--- src/hw/rtl/tct_pkg.sv ---
`default_nettype none

package tct_pkg;

    // Field widths
    localparam int SEQ_W    = 32;
    localparam int LEN_W    = 16;
    localparam int FLAGS_W  = 8;
    localparam int WIN_W    = 16;
    localparam int STATE_W  = 4;
    localparam int STATUS_W = 2;

    // Depth of the queue between front and back
    localparam int QUEUE_DEPTH = 2;
    localparam int QPTR_W      = (QUEUE_DEPTH > 1) ? $clog2(QUEUE_DEPTH) : 1;
    localparam int QCNT_W      = $clog2(QUEUE_DEPTH + 1);

    // TCP flag bit positions
    localparam int FLAG_FIN_BIT = 0;
    localparam int FLAG_SYN_BIT = 1;
    localparam int FLAG_PSH_BIT = 3;
    localparam int FLAG_ACK_BIT = 4;

    // Exact flag bytes decoded on receive
    localparam logic [FLAGS_W-1:0] FLAGS_SYN         = 8'h02;
    localparam logic [FLAGS_W-1:0] FLAGS_SYN_ACK     = 8'h12;
    localparam logic [FLAGS_W-1:0] FLAGS_FIN         = 8'h01;
    localparam logic [FLAGS_W-1:0] FLAGS_FIN_ACK     = 8'h11;
    localparam logic [FLAGS_W-1:0] FLAGS_FIN_ACK_PSH = 8'h19;
    localparam logic [FLAGS_W-1:0] FLAGS_ACK         = 8'h10;
    localparam logic [FLAGS_W-1:0] FLAGS_ACK_PSH     = 8'h18;

    // Advertised windows
    localparam logic [WIN_W-1:0] WIN_WITH_ACK    = 16'd457;
    localparam logic [WIN_W-1:0] WIN_WITHOUT_ACK = 16'd14600;

    localparam logic MODE_RX = 1'b0;
    localparam logic MODE_TX = 1'b1;

    typedef enum logic [STATE_W-1:0] {
        ST_CLOSED      = 4'd0,
        ST_SYN_SENT    = 4'd1,
        ST_ESTABLISHED = 4'd2,
        ST_FIN_WAIT1   = 4'd3,
        ST_FIN_WAIT2   = 4'd4,
        ST_CLOSING     = 4'd5,
        ST_TIME_WAIT   = 4'd6,
        ST_CLOSE_WAIT  = 4'd7,
        ST_LAST_ACK    = 4'd8
    } t_conn_state;

    typedef enum logic [STATUS_W-1:0] {
        STS_OK        = 2'd0,
        STS_BAD_STATE = 2'd1,
        STS_BAD_FLAGS = 2'd2
    } t_status;

    // Segment classes handed from front to back
    typedef enum logic [2:0] {
        CMD_RX_SYN,
        CMD_RX_FIN,
        CMD_RX_FIN_DATA,
        CMD_RX_ACK_BARE,
        CMD_RX_ACK_DATA,
        CMD_RX_BAD,
        CMD_TX
    } t_cmd_kind;

    typedef struct packed {
        logic                mode;
        logic [FLAGS_W-1:0]  flags;
        logic [SEQ_W-1:0]    segment_seq;
        logic [LEN_W-1:0]    payload_len;
    } t_seg_in;

    typedef struct packed {
        logic [STATE_W-1:0]  conn_state;
        logic [SEQ_W-1:0]    hdr_seq;
        logic [SEQ_W-1:0]    hdr_ack;
        logic [WIN_W-1:0]    window_size;
        logic                send_ack;
        logic                deliver_payload;
        logic [STATUS_W-1:0] status;
    } t_seg_out;

    // Classified segment
    typedef struct packed {
        t_cmd_kind           kind;
        logic                fin_ack;
        logic                tx_syn;
        logic                tx_fin;
        logic                tx_psh;
        logic                tx_ack;
        logic [SEQ_W-1:0]    ack_cand;
        logic [LEN_W-1:0]    payload_len;
    } t_cmd;

endpackage

`default_nettype wire

--- src/hw/rtl/tct_front.sv ---
`default_nettype none

module tct_front
    import tct_pkg::*;
(
    input  wire logic    i_clk,
    input  wire logic    i_rst_n,
    input  wire logic    i_in_valid,
    output logic         o_in_stall,
    input  wire t_seg_in i_in_data,
    output logic         o_cmd_valid,
    input  wire logic    i_cmd_ready,
    output t_cmd         o_cmd
);

    logic      r_valid;
    t_cmd      r_cmd;
    t_cmd      n_cmd;
    t_cmd_kind kind;
    logic      add_one;
    logic      load;

    // Flag decode on the exact flag byte
    always_comb begin
        kind = CMD_RX_BAD;
        if (i_in_data.mode == MODE_TX) begin
            kind = CMD_TX;
        end else if (i_in_data.flags == FLAGS_SYN || i_in_data.flags == FLAGS_SYN_ACK) begin
            kind = CMD_RX_SYN;
        end else if (i_in_data.flags == FLAGS_FIN || i_in_data.flags == FLAGS_FIN_ACK ||
                     i_in_data.flags == FLAGS_FIN_ACK_PSH) begin
            kind = (i_in_data.payload_len != '0) ? CMD_RX_FIN_DATA : CMD_RX_FIN;
        end else if (i_in_data.flags == FLAGS_ACK) begin
            kind = (i_in_data.payload_len != '0) ? CMD_RX_ACK_DATA : CMD_RX_ACK_BARE;
        end else if (i_in_data.flags == FLAGS_ACK_PSH) begin
            kind = CMD_RX_ACK_DATA;
        end
    end

    // Candidate ACK number: SYN and empty FIN count one, data counts its length
    assign add_one = (kind == CMD_RX_SYN) || (kind == CMD_RX_FIN);

    always_comb begin
        n_cmd             = '0;
        n_cmd.kind        = kind;
        n_cmd.fin_ack     = i_in_data.flags[FLAG_ACK_BIT];
        n_cmd.tx_syn      = i_in_data.flags[FLAG_SYN_BIT];
        n_cmd.tx_fin      = i_in_data.flags[FLAG_FIN_BIT];
        n_cmd.tx_psh      = i_in_data.flags[FLAG_PSH_BIT];
        n_cmd.tx_ack      = i_in_data.flags[FLAG_ACK_BIT];
        n_cmd.payload_len = i_in_data.payload_len;
        n_cmd.ack_cand    = i_in_data.segment_seq +
                            (add_one ? SEQ_W'(1) : SEQ_W'(i_in_data.payload_len));
    end

    // Stage register: refills whenever it is empty or drains into the queue
    assign load       = !r_valid || i_cmd_ready;
    assign o_in_stall = !load;

    always_ff @(posedge i_clk) begin
        if (!i_rst_n) begin
            r_valid <= 1'b0;
        end else if (load) begin
            r_valid <= i_in_valid;
        end
    end

    always_ff @(posedge i_clk) begin
        if (load && i_in_valid) begin
            r_cmd <= n_cmd;
        end
    end

    assign o_cmd_valid = r_valid;
    assign o_cmd       = r_cmd;

endmodule

`default_nettype wire

--- src/hw/rtl/tct_queue.sv ---
`default_nettype none

module tct_queue
    import tct_pkg::*;
(
    input  wire logic i_clk,
    input  wire logic i_rst_n,
    input  wire logic i_push_valid,
    output logic      o_push_ready,
    input  wire t_cmd i_push_cmd,
    output logic      o_pop_valid,
    input  wire logic i_pop,
    output t_cmd      o_pop_cmd
);

    t_cmd              r_mem [QUEUE_DEPTH];
    logic [QPTR_W-1:0] r_wr_ptr;
    logic [QPTR_W-1:0] r_rd_ptr;
    logic [QCNT_W-1:0] r_count;
    logic              do_push;
    logic              do_pop;

    assign o_push_ready = (r_count != QCNT_W'(QUEUE_DEPTH));
    assign o_pop_valid  = (r_count != '0);
    assign do_push      = i_push_valid && o_push_ready;
    assign do_pop       = i_pop && o_pop_valid;
    assign o_pop_cmd    = r_mem[r_rd_ptr];

    // Pointers and fill count
    always_ff @(posedge i_clk) begin
        if (!i_rst_n) begin
            r_wr_ptr <= '0;
            r_rd_ptr <= '0;
            r_count  <= '0;
        end else begin
            if (do_push) begin
                r_wr_ptr <= (r_wr_ptr == QPTR_W'(QUEUE_DEPTH - 1)) ? '0 : r_wr_ptr + 1'b1;
            end
            if (do_pop) begin
                r_rd_ptr <= (r_rd_ptr == QPTR_W'(QUEUE_DEPTH - 1)) ? '0 : r_rd_ptr + 1'b1;
            end
            if (do_push && !do_pop) begin
                r_count <= r_count + 1'b1;
            end else if (do_pop && !do_push) begin
                r_count <= r_count - 1'b1;
            end
        end
    end

    // Entry storage
    always_ff @(posedge i_clk) begin
        if (do_push) begin
            r_mem[r_wr_ptr] <= i_push_cmd;
        end
    end

endmodule

`default_nettype wire

--- src/hw/rtl/tct_back.sv ---
`default_nettype none

module tct_back
    import tct_pkg::*;
(
    input  wire logic             i_clk,
    input  wire logic             i_rst_n,
    input  wire logic             i_cfg_valid,
    input  wire logic [SEQ_W-1:0] i_cfg_data,
    input  wire logic             i_cmd_valid,
    output logic                  o_cmd_pop,
    input  wire t_cmd             i_cmd,
    output logic                  o_out_valid,
    input  wire logic             i_out_stall,
    output t_seg_out              o_out_data
);

    t_conn_state      r_state;
    t_conn_state      n_state;
    logic [SEQ_W-1:0] r_send_seq;
    logic [SEQ_W-1:0] n_send_seq;
    logic [SEQ_W-1:0] r_ack_num;
    logic [SEQ_W-1:0] n_ack_num;
    logic [SEQ_W-1:0] r_init_seq;
    logic             r_out_valid;
    t_seg_out         r_out;
    t_seg_out         n_out;
    logic             exec;
    logic [SEQ_W-1:0] tx_base;
    t_conn_state      tx_state;

    // Execute when the output register is free or being taken
    assign exec      = i_cmd_valid && (!r_out_valid || !i_out_stall);
    assign o_cmd_pop = exec;

    // Next connection state, sequence numbers and result
    always_comb begin
        n_state    = r_state;
        n_send_seq = r_send_seq;
        n_ack_num  = r_ack_num;
        n_out      = '0;
        tx_base    = r_send_seq;
        tx_state   = r_state;

        unique case (i_cmd.kind)
            CMD_RX_SYN: begin
                n_ack_num        = i_cmd.ack_cand;
                n_out.send_ack   = 1'b1;
                if (r_state == ST_SYN_SENT) begin
                    n_state = ST_ESTABLISHED;
                end else begin
                    n_out.status = STS_BAD_STATE;
                end
            end
            CMD_RX_FIN: begin
                n_ack_num      = i_cmd.ack_cand;
                n_out.send_ack = 1'b1;
                unique case (r_state)
                    ST_FIN_WAIT1:   n_state = i_cmd.fin_ack ? ST_TIME_WAIT : ST_CLOSING;
                    ST_FIN_WAIT2:   n_state = ST_TIME_WAIT;
                    ST_ESTABLISHED: n_state = ST_CLOSE_WAIT;
                    default:        n_out.status = STS_BAD_STATE;
                endcase
            end
            CMD_RX_FIN_DATA, CMD_RX_ACK_DATA: begin
                n_ack_num             = i_cmd.ack_cand;
                n_out.send_ack        = 1'b1;
                n_out.deliver_payload = 1'b1;
            end
            CMD_RX_ACK_BARE: begin
                unique case (r_state)
                    ST_FIN_WAIT1: n_state = ST_FIN_WAIT2;
                    ST_CLOSING:   n_state = ST_TIME_WAIT;
                    ST_LAST_ACK:  n_state = ST_CLOSED;
                    default:      n_state = r_state;
                endcase
            end
            CMD_RX_BAD: begin
                n_out.status = STS_BAD_FLAGS;
            end
            CMD_TX: begin
                // SYN from closed opens the connection with the initial sequence
                if (i_cmd.tx_syn && r_state == ST_CLOSED) begin
                    tx_base  = r_init_seq;
                    tx_state = ST_SYN_SENT;
                end
                n_out.hdr_seq     = tx_base;
                n_out.hdr_ack     = r_ack_num;
                n_out.window_size = i_cmd.tx_ack ? WIN_WITH_ACK : WIN_WITHOUT_ACK;
                n_send_seq        = tx_base +
                                    (i_cmd.tx_psh ? SEQ_W'(i_cmd.payload_len) : '0) +
                                    SEQ_W'(i_cmd.tx_syn || i_cmd.tx_fin);
                n_state           = tx_state;
                if (i_cmd.tx_fin) begin
                    if (tx_state == ST_ESTABLISHED) begin
                        n_state = ST_FIN_WAIT1;
                    end else if (tx_state == ST_CLOSE_WAIT) begin
                        n_state = ST_LAST_ACK;
                    end
                end
            end
            default: begin
                n_out.status = STS_BAD_FLAGS;
            end
        endcase

        // A pure ACK going out carries the updated ACK number
        if (i_cmd.kind != CMD_TX && n_out.send_ack) begin
            n_out.hdr_seq     = r_send_seq;
            n_out.hdr_ack     = n_ack_num;
            n_out.window_size = WIN_WITH_ACK;
        end
        n_out.conn_state = n_state;
    end

    // Connection state and sequence registers
    always_ff @(posedge i_clk) begin
        if (!i_rst_n) begin
            r_state    <= ST_CLOSED;
            r_send_seq <= '0;
            r_ack_num  <= '0;
        end else if (exec) begin
            r_state    <= n_state;
            r_send_seq <= n_send_seq;
            r_ack_num  <= n_ack_num;
        end
    end

    // Initial sequence register
    always_ff @(posedge i_clk) begin
        if (!i_rst_n) begin
            r_init_seq <= '0;
        end else if (i_cfg_valid) begin
            r_init_seq <= i_cfg_data;
        end
    end

    // Output register
    always_ff @(posedge i_clk) begin
        if (!i_rst_n) begin
            r_out_valid <= 1'b0;
        end else if (!r_out_valid || !i_out_stall) begin
            r_out_valid <= i_cmd_valid;
        end
    end

    always_ff @(posedge i_clk) begin
        if (exec) begin
            r_out <= n_out;
        end
    end

    assign o_out_valid = r_out_valid;
    assign o_out_data  = r_out;

endmodule

`default_nettype wire

--- src/hw/rtl/tcp_connection_tracker_unit.sv ---
`default_nettype none

// TCP connection tracker. Takes one segment transaction per cycle unless
// stalled (received or transmitted, with flags, sequence number and payload
// length) and returns one result transaction per segment: the connection
// state after the segment, the header sequence/ACK numbers and window, whether
// a pure ACK must go out, whether the payload is delivered, and a status.
// Sustained rate is one segment per cycle when nothing stalls. The front stage
// decodes the flag byte and forms the candidate ACK number, a two-entry queue
// decouples it from the back stage, and the back stage updates state and send
// sequence, which is the loop that sets the rate. The initial sequence
// register is written through the configuration port (always ready); the
// user must write it only while the block is idle, which it does not enforce.

module tcp_connection_tracker_unit
    import tct_pkg::*;
(
    input  wire logic             i_clk,
    input  wire logic             i_rst_n,
    input  wire logic             i_cfg_valid,
    output logic                  o_cfg_ready,
    input  wire logic [SEQ_W-1:0] i_cfg_data,
    input  wire logic             i_in_valid,
    output logic                  o_in_stall,
    input  wire t_seg_in          i_in_data,
    output logic                  o_out_valid,
    input  wire logic             i_out_stall,
    output t_seg_out              o_out_data
);

    logic front_valid;
    logic front_ready;
    t_cmd front_cmd;
    logic q_valid;
    logic q_pop;
    t_cmd q_cmd;

    assign o_cfg_ready = 1'b1;

    tct_front u_front (
        .i_clk       (i_clk),
        .i_rst_n     (i_rst_n),
        .i_in_valid  (i_in_valid),
        .o_in_stall  (o_in_stall),
        .i_in_data   (i_in_data),
        .o_cmd_valid (front_valid),
        .i_cmd_ready (front_ready),
        .o_cmd       (front_cmd)
    );

    tct_queue u_queue (
        .i_clk        (i_clk),
        .i_rst_n      (i_rst_n),
        .i_push_valid (front_valid),
        .o_push_ready (front_ready),
        .i_push_cmd   (front_cmd),
        .o_pop_valid  (q_valid),
        .i_pop        (q_pop),
        .o_pop_cmd    (q_cmd)
    );

    tct_back u_back (
        .i_clk       (i_clk),
        .i_rst_n     (i_rst_n),
        .i_cfg_valid (i_cfg_valid),
        .i_cfg_data  (i_cfg_data),
        .i_cmd_valid (q_valid),
        .o_cmd_pop   (q_pop),
        .i_cmd       (q_cmd),
        .o_out_valid (o_out_valid),
        .i_out_stall (i_out_stall),
        .o_out_data  (o_out_data)
    );

endmodule

`default_nettype wire
--- config.mk ---
export PLATFORM = sky130hd
export DESIGN_NAME = tcp_connection_tracker_unit
export DESIGN_NICKNAME = d
export VERILOG_FILES = /design/src/hw/rtl/tct_pkg.sv /design/src/hw/rtl/tct_front.sv /design/src/hw/rtl/tct_queue.sv /design/src/hw/rtl/tct_back.sv /design/src/hw/rtl/tcp_connection_tracker_unit.sv
export SDC_FILE = /design/constraint.sdc
export NUM_CORES = 1
export LEC_CHECK = 0
export ABC_AREA = 0
export ABC_CLOCK_PERIOD_IN_PS = 13800
export BUFFER_PORTS_ARGS = -buffer_cell sky130_fd_sc_hd__buf_2
export CAP_MARGIN = 30
export CELL_PAD_IN_SITES_DETAIL_PLACEMENT = 0
export CELL_PAD_IN_SITES_GLOBAL_PLACEMENT = 2
export CORE_UTILIZATION = 35
export CTS_CLUSTER_DIAMETER = 200
export CTS_CLUSTER_SIZE = 16
export DETAILED_ROUTE_END_ITERATION = 10
export GPL_TIMING_DRIVEN = 0
export PLACE_DENSITY_LB_ADDON = 0.1
export SLEW_MARGIN = 10
export SYNTH_ARGS = -nofsm -noshare
export SYNTH_HDL_FRONTEND = slang
export SYNTH_SLANG_ARGS = --single-unit
--- constraint.sdc ---
create_clock -name i_clk -period 13.8 [get_ports i_clk]
set_input_delay 0.69 -clock i_clk [delete_from_list [all_inputs] [get_ports i_clk]]
set_output_delay 0.69 -clock i_clk [all_outputs]
set_load 0.01 [all_outputs]
==> flow_summary.ini, run 1 <==
[outcome]
result_of_the_run = completed

[min_path]
min-delay-path-class = input pin to register
min_path_cells = 1
hold_path_startpoint = i_in_data[14]
min_to = u_front.o_cmd[14]

[global_routing]
antenna_found_initial = 3
grt_start_max_net_pins = 82
gr-total-overflow = 0
grt_usage = 0.1790
grt_pass1_vias = 10774
first_pass_grt_wire_length_mm = 63.80

[worst_setup_path]
worst_case_reg_to_reg_path_depth = 16
worst-path-max-fanout = 10
worstSetupStartpointType = register
timing.critical_path.required_ns = 14.25
critical_path_class = register to register
cp-end-kind = register
timing.rr.end = u_back.r_send_seq[26]
reg2reg_slack_ns = 8.21
critical_path_arrival_ns = 6.04

[logic_synthesis]
syn_area_sq_um = 15750
synth-warning-count = 0
synth.distinct_cells = 77
dominantRegCellSynth = sky130_fd_sc_hd__edfxtp_1
yosysSeqAreaShare = 0.5937
netlist_instances = 1384
yosys_register_bits = 347
avgSynthCellArea_sq_um = 11.38
synth-async-reset-ratio = 0
synth_enable_flop_cells = 240

[clock_tree]
worstSkewPairLatency_ns = 0.56
cts_max_level = 1
cts_tree = done
numCtsBuffers = 25
clock_sinks = 347
cts_root_buffer = sky130_fd_sc_hd__clkbuf_16
cts_setup_buffers = 0
clk_pin_slew_ns = 0.08
cts_max_path_buffers = 3
ctsHoldBuffers = 0
postCtsResizedCells = 0

[sta]
finClkSkew_ns = 0.01728
report.final.slew_viol_count = 0
setup-violations-final = 0
max_freq_mhz = 179.0
post-route-min-period_ns = 5.586
timing.setup.tns_ns = 0
hold_viol = 0
rsz0062_at_grt = no
finalCritPeriodShare = 0.4048
worst-slew-pin-transition_ns = 1.047
fin_worst_hold_slack_ns = 0.3513
slew_headroom = 0.2987

[floorplanning]
row_count = 77
start_util = 0.3553
dieArea_sq_um = 45840
floorplan.die.width_um = 214.1
overall_die_height_um = 214.1
io_pins = 185
area_of_the_core_sq_um = 44320

[final_layout]
post_layout_nonfiller_instances = 2213
final_util = 0.4123
flow.area_growth_from_synthesis_pct = 16.05
layout.nets = 1727
post_route_cells_drive_above_1_share = 0.1609
most_common_cell_after_layout_fill_and_taps_aside = sky130_fd_sc_hd__edfxtp_1
mostFrequentLayoutCells = sky130_fd_sc_hd__edfxtp_1 (240), sky130_fd_sc_hd__buf_2 (182), sky130_fd_sc_hd__nand2_1 (165)

[drt]
num_vias = 11114
drt-initial-drc-count = 690
ant_nets = 0
route.detailed.wl_per_inst_um = 18.77
drt-pass1-iter-count = 5
detail_routed_via_count_per_cell = 5.022
routed_wirelength_mm = 41.55
post_detailed_route_drc_marker_count = 0

[power_and_ir_drop]
cellLeakagePower_nw = 6.793
vdd_ir_drop_max_v = 0.00009891
p_per_area_nw_per_um2 = 169.5

[place]
numPortBuffers = 173
gp_routability_congestion = 0.8107
numPlacedInstances = 2162
dp.final_hpwl_mm = 30.13

[job]
drv.max_cap_violation_count = 0
kinds of logic (layout without fill, tap and decap cells):
logic type / count (synthesis) / in the layout / synth area share
simple gates: 457 / 457 / 0.1316
mux: 105 / 105 / 0.06786
compound gates: 289 / 289 / 0.1211
fa+ha+maj: 35 / 35 / 0.02924
buf+inv: 101 / 326 / 0.02932
other cells: 2 / 14 / 0.0004769
flops: 347 / 347 / 0.5937
xor+xnor: 48 / 48 / 0.02670
registers in the layout, summed over array words and instances (netlist names), named ones only:
signal / flops
u_front.o_cmd_valid: 1
u_back.r_ack_num: 32
u_queue.r_mem: 110
u_front.o_cmd: 55
u_back.o_out_valid: 1
u_back.r_init_seq: 32
u_back.o_out_data: 75
u_queue.r_rd_ptr: 1
u_queue.r_count: 2
u_back.r_send_seq: 32
u_queue.r_wr_ptr: 1
u_back.r_state: 4
cells in the mapped netlist, drive strengths merged, types with 3 or more instances:
cell       n  share of area
edfxtp   240           0.46
nand2    165          0.039
nor2     154          0.037
dfxtp    107           0.14
mux2i    101          0.065
o21ai     77          0.024
a21oi     68          0.022
buf       39          0.015
clkbuf    39         0.0093
a211oi    38          0.018
ha        32          0.025
xnor2     32          0.018
a22o      30          0.017
nor2b     28          0.011
nand3     22         0.0070
inv       21         0.0050
nand2b    19         0.0075
nor3      18         0.0064
and3      16         0.0067
xor2      16         0.0089
o21a      11         0.0052
a21o       7         0.0033
a31oi      7         0.0028
nor4       7         0.0032
o2111ai    7         0.0039
or2        7         0.0028
o31a       6         0.0033
o2111a     5         0.0036
o211ai     5         0.0024
a21boi     4         0.0019
mux2       4         0.0029
nand4      4         0.0016
o31ai      4         0.0019
a31o       3         0.0017
fa         3         0.0038
layout make-up:
class,instances,area (sq um)
diodes,5,12.51
clock inverters,1,6.256
repair buffers,180,1015
well taps,592,740.7
plain buffers,78,375.4
clock buffers,44,696.9
flip-flops and latches,347,9349
fillers,4345,26040
multi-input cells,943,5987
inverters,23,91.34
metal layers:
layer	global-route usage	share of wire	vias to the layer above
li1	-	-	5472
met5	0	0	-
met3	0.02113	0.040	42
met1	0.2573	0.48	5373
met4	0.03929	0.018	0
met2	0.2893	0.46	227
metrics by stage:
| stage | total power (W) | setup WS, ns | instance area, sq um |
|---|---|---|---|
| 2_1_floorplan | 0.002069 | 9.361 | 15770 |
| 3_3_place_gp | 0.002440 | 6.540 | 17380 |
| 3_5_place_dp | 0.002447 | 8.030 | 17540 |
| 4_1_cts | 0.003148 | 8.169 | 18250 |
| 5_1_grt | 0.003283 | 7.749 | 18260 |
| 6_report | 0.003097 | 8.214 | 18270 |
worst max-delay path, cell delays in order (launching register included):
cell                        delay [ns]
sky130_fd_sc_hd__dfxtp_1          0.43
sky130_fd_sc_hd__buf_2            0.28
sky130_fd_sc_hd__buf_1            0.53
sky130_fd_sc_hd__buf_1            0.65
sky130_fd_sc_hd__mux2i_1          0.19
sky130_fd_sc_hd__or2_2            0.33
sky130_fd_sc_hd__fa_1             0.47
sky130_fd_sc_hd__fa_1             0.43
sky130_fd_sc_hd__and2b_1          0.24
sky130_fd_sc_hd__o2111ai_1        0.14
sky130_fd_sc_hd__nand3_1          0.21
sky130_fd_sc_hd__a211oi_1         0.21
sky130_fd_sc_hd__or2_1            0.27
sky130_fd_sc_hd__buf_6            0.14
sky130_fd_sc_hd__nor4_1           0.53
sky130_fd_sc_hd__o21ai_1          0.12
sky130_fd_sc_hd__o31a_1           0.30
power breakdown:
group	switching, W	internal, W
logic	0.000617	0.000331
clock network	0.000351	0.000342
registers	0.0000836	0.00137
how the worst max path moves through the flow:
stage | from | end | slack [ns] | cells after the start
after floorplan | register | u_back.r_send_seq[22] | 9.36 | 16
after global placement | i_out_stall | u_back.r_send_seq[27] | 6.54 | 10
final | register | u_back.r_send_seq[26] | 8.21 | 16
after global routing | register | u_back.r_send_seq[26] | 7.75 | 16
after detailed placement | i_in_data[1] | u_front.o_cmd[44] | 8.03 | 21
after CTS | register | u_back.r_send_seq[26] | 8.17 | 16
No activity file was read; power rests on OpenSTA's default activity.
==> run 2, diff against run 1 <==
--- a/config.mk
+++ b/config.mk
@@ -6,7 +6,7 @@
 export NUM_CORES = 1
 export LEC_CHECK = 0
 export ABC_AREA = 0
-export ABC_CLOCK_PERIOD_IN_PS = 13800
+export ABC_CLOCK_PERIOD_IN_PS = 4800
 export BUFFER_PORTS_ARGS = -buffer_cell sky130_fd_sc_hd__buf_2
 export CAP_MARGIN = 30
 export CELL_PAD_IN_SITES_DETAIL_PLACEMENT = 0
==> constraint.sdc (replaced) <==
create_clock -name i_clk -period 4.8 [get_ports i_clk]
set_input_delay 0.24 -clock i_clk [delete_from_list [all_inputs] [get_ports i_clk]]
set_output_delay 0.24 -clock i_clk [all_outputs]
set_load 0.01 [all_outputs]
==> run 2 against run 1 <==
Worst setup slack got worse by 7.9 ns. Clock skew increased by 0.0013 ns. Critical path depth up 1. Final cell count up 2.6%. Combinational power rose to 2.9 times the previous value. Worst hold slack lost 0.32 ns. Largest power group unchanged. Highest routed layer unchanged.
==> flow_summary.ini, run 2 (synthesis results as in run 1) <==
[outcome]
result_of_the_run = completed

[clock_tree]
clk_pin_slew_ns = 0.07
numCtsBuffers = 25
cts_max_path_buffers = 3
worstSkewPairLatency_ns = 0.56
cts_max_level = 1
cts_root_buffer = sky130_fd_sc_hd__clkbuf_16
cts_tree = done
clock_sinks = 347

[place]
gp_routability_congestion = 0.8107
numPortBuffers = 173
dp.final_hpwl_mm = 30.13
pre_cts_setup_slack_ns = -0.8173

[floorplanning]
overall_die_height_um = 214.1
row_count = 77
dieArea_sq_um = 45840
io_pins = 185
floorplan.die.width_um = 214.1
start_util = 0.3553
area_of_the_core_sq_um = 44320

[sta]
hold_viol = 0
fin_worst_hold_slack_ns = 0.03551
setup-violations-final = 0
finalCritPeriodShare = 0.9438
report.final.slew_viol_count = 0
post-route-worst-setup-slack_ns = 0.2698
timing.setup.tns_ns = 0
finClkSkew_ns = 0.01859
slew_headroom = 0.3467
post-route-min-period_ns = 4.530
max_freq_mhz = 220.7
worst-slew-pin-transition_ns = 0.9733

[global_routing]
met2_usage = 0.2942
globalRouteMet3Util = 0.02028
first_pass_grt_wire_length_mm = 64.81
grt_start_max_net_pins = 82
gr-max-usage-layer = met2
use_met1 = 0.2599
grt_pass1_vias = 11080
grt_usage = 0.1810
gr-total-overflow = 0
antenna_found_initial = 0

[worst_setup_path]
critical_path.max_stage_delay_ns = 0.59
worst_path_max_delay_cell = sky130_fd_sc_hd__dlygate4sd3_1
worstSetupStartpointType = input pin
critical_path_class = input pin to register
reg2reg_slack_ns = 0.33
critical_path_arrival_ns = 4.82
cp-end-kind = register
worst-path-max-fanout = 10
timing.critical_path.required_ns = 5.09
path_cells = dlygate4sd3_1 -> buf_2 -> o21ai_0 -> a21oi_1 -> o21ai_0 -> nor2_2 -> clkbuf_1 -> or2_2 -> ha_1 -> a21oi_1 -> o2111ai_1 -> a21bo_2 -> nor3b_1 -> o41a_1 -> a21oi_4 -> and4b_1 -> xor2_1

[power_and_ir_drop]
cellLeakagePower_nw = 7.118
p_total_w = 0.008961
p_per_area_nw_per_um2 = 472.4
vdd_ir_drop_max_v = 0.0002871

[final_layout]
filler_cell_count = 4308
post_route_cells_drive_above_1_share = 0.1640
max_ffs_per_register = 110
mostFrequentLayoutCells = sky130_fd_sc_hd__edfxtp_1 (240), sky130_fd_sc_hd__buf_2 (181), sky130_fd_sc_hd__nand2_1 (165)
flow.area_growth_from_synthesis_pct = 20.46
most_common_cell_after_layout_fill_and_taps_aside = sky130_fd_sc_hd__edfxtp_1
layout.nets = 1788
registers.top_by_ff_count = u_queue.r_mem

[drt]
drt-pass1-iter-count = 5
routed_wirelength_mm = 41.90
route.detailed.wl_per_inst_um = 18.46
drt-initial-drc-count = 674
ant_nets = 0
detail_routed_via_count_per_cell = 4.957
num_vias = 11252
post_detailed_route_drc_marker_count = 0

[job]
drv.max_cap_violation_count = 0

[min_path]
min-delay-path-class = input pin to register
run 2: path summary, 6_finish.rpt:
kind	start	endpoint	cells after the start
worst min-delay path	i_in_data[46]	u_front.o_cmd[46]	2
worst min register to register	u_front.o_cmd[53]	u_queue.r_mem[0][53]	0
worst max-delay path	i_in_data[48]	u_front.o_cmd[47]	17
worst max register to register	register	u_back.r_send_seq[22]	16
run 2: timing repair:
item                                   4_1_cts  5_1_grt
setup endpoints to repair                   15       28
hold buffers                                62        0
pin swaps                                    0        1
gates resized for setup                      9       13
endpoints found under the hold margin       64        0
gates cloned                                 0        0
buffers inserted                             0        1
run 2: metal layers:
layer	vias up	routed length [um]
met5	-	0
met2	228	19330
met3	42	1578
met1	5398	20220
li1	5584	-
met4	0	775
run 2: layout make-up:
cell class,count,area [sq um],area share
clock buffer,44,696.9,0.03674
clock inverter,1,6.256,0.0003298
buffer,76,385.4,0.02032
multi-input combinational,943,6053,0.3191
inverter,23,91.34,0.004815
sequential,347,9349,0.4929
antenna,1,2.502,0.0001319
tap,592,740.7,0.03905
timing repair buffer,243,1643,0.08661
run 2: power by group:
| group | switching [W] | leakage (nW) | internal, W | total, W |
|---|---|---|---|---|
| logic | 0.00178 | 3.64 | 0.00100 | 0.00278 |
| clock network | 0.00101 | 0.335 | 0.000982 | 0.00199 |
| registers | 0.000242 | 3.15 | 0.00395 | 0.00419 |
| total | 0.00303 | 7.12 | 0.00593 | 0.00896 |
run 2: critical path, delay by kind of cell:
family | cells | cell delay (ns)
adder cells (fa/ha/maj) | 1 | 0.20
AO/OA/AOI/OAI | 8 | 2.26
XOR/XNOR | 1 | 0.16
buffers and inverters | 3 | 1.03
AND/OR/NAND/NOR | 4 | 0.93
run 2: metrics by stage:
stage,cells,instance area [sq um],util
after floorplan,1391,15770,-
final,2270,18970,0.4280
after global placement,2156,17380,0.3922
after detailed placement,2162,17540,0.3959
after global routing,2269,18970,0.4280
after CTS,2267,18880,0.4261
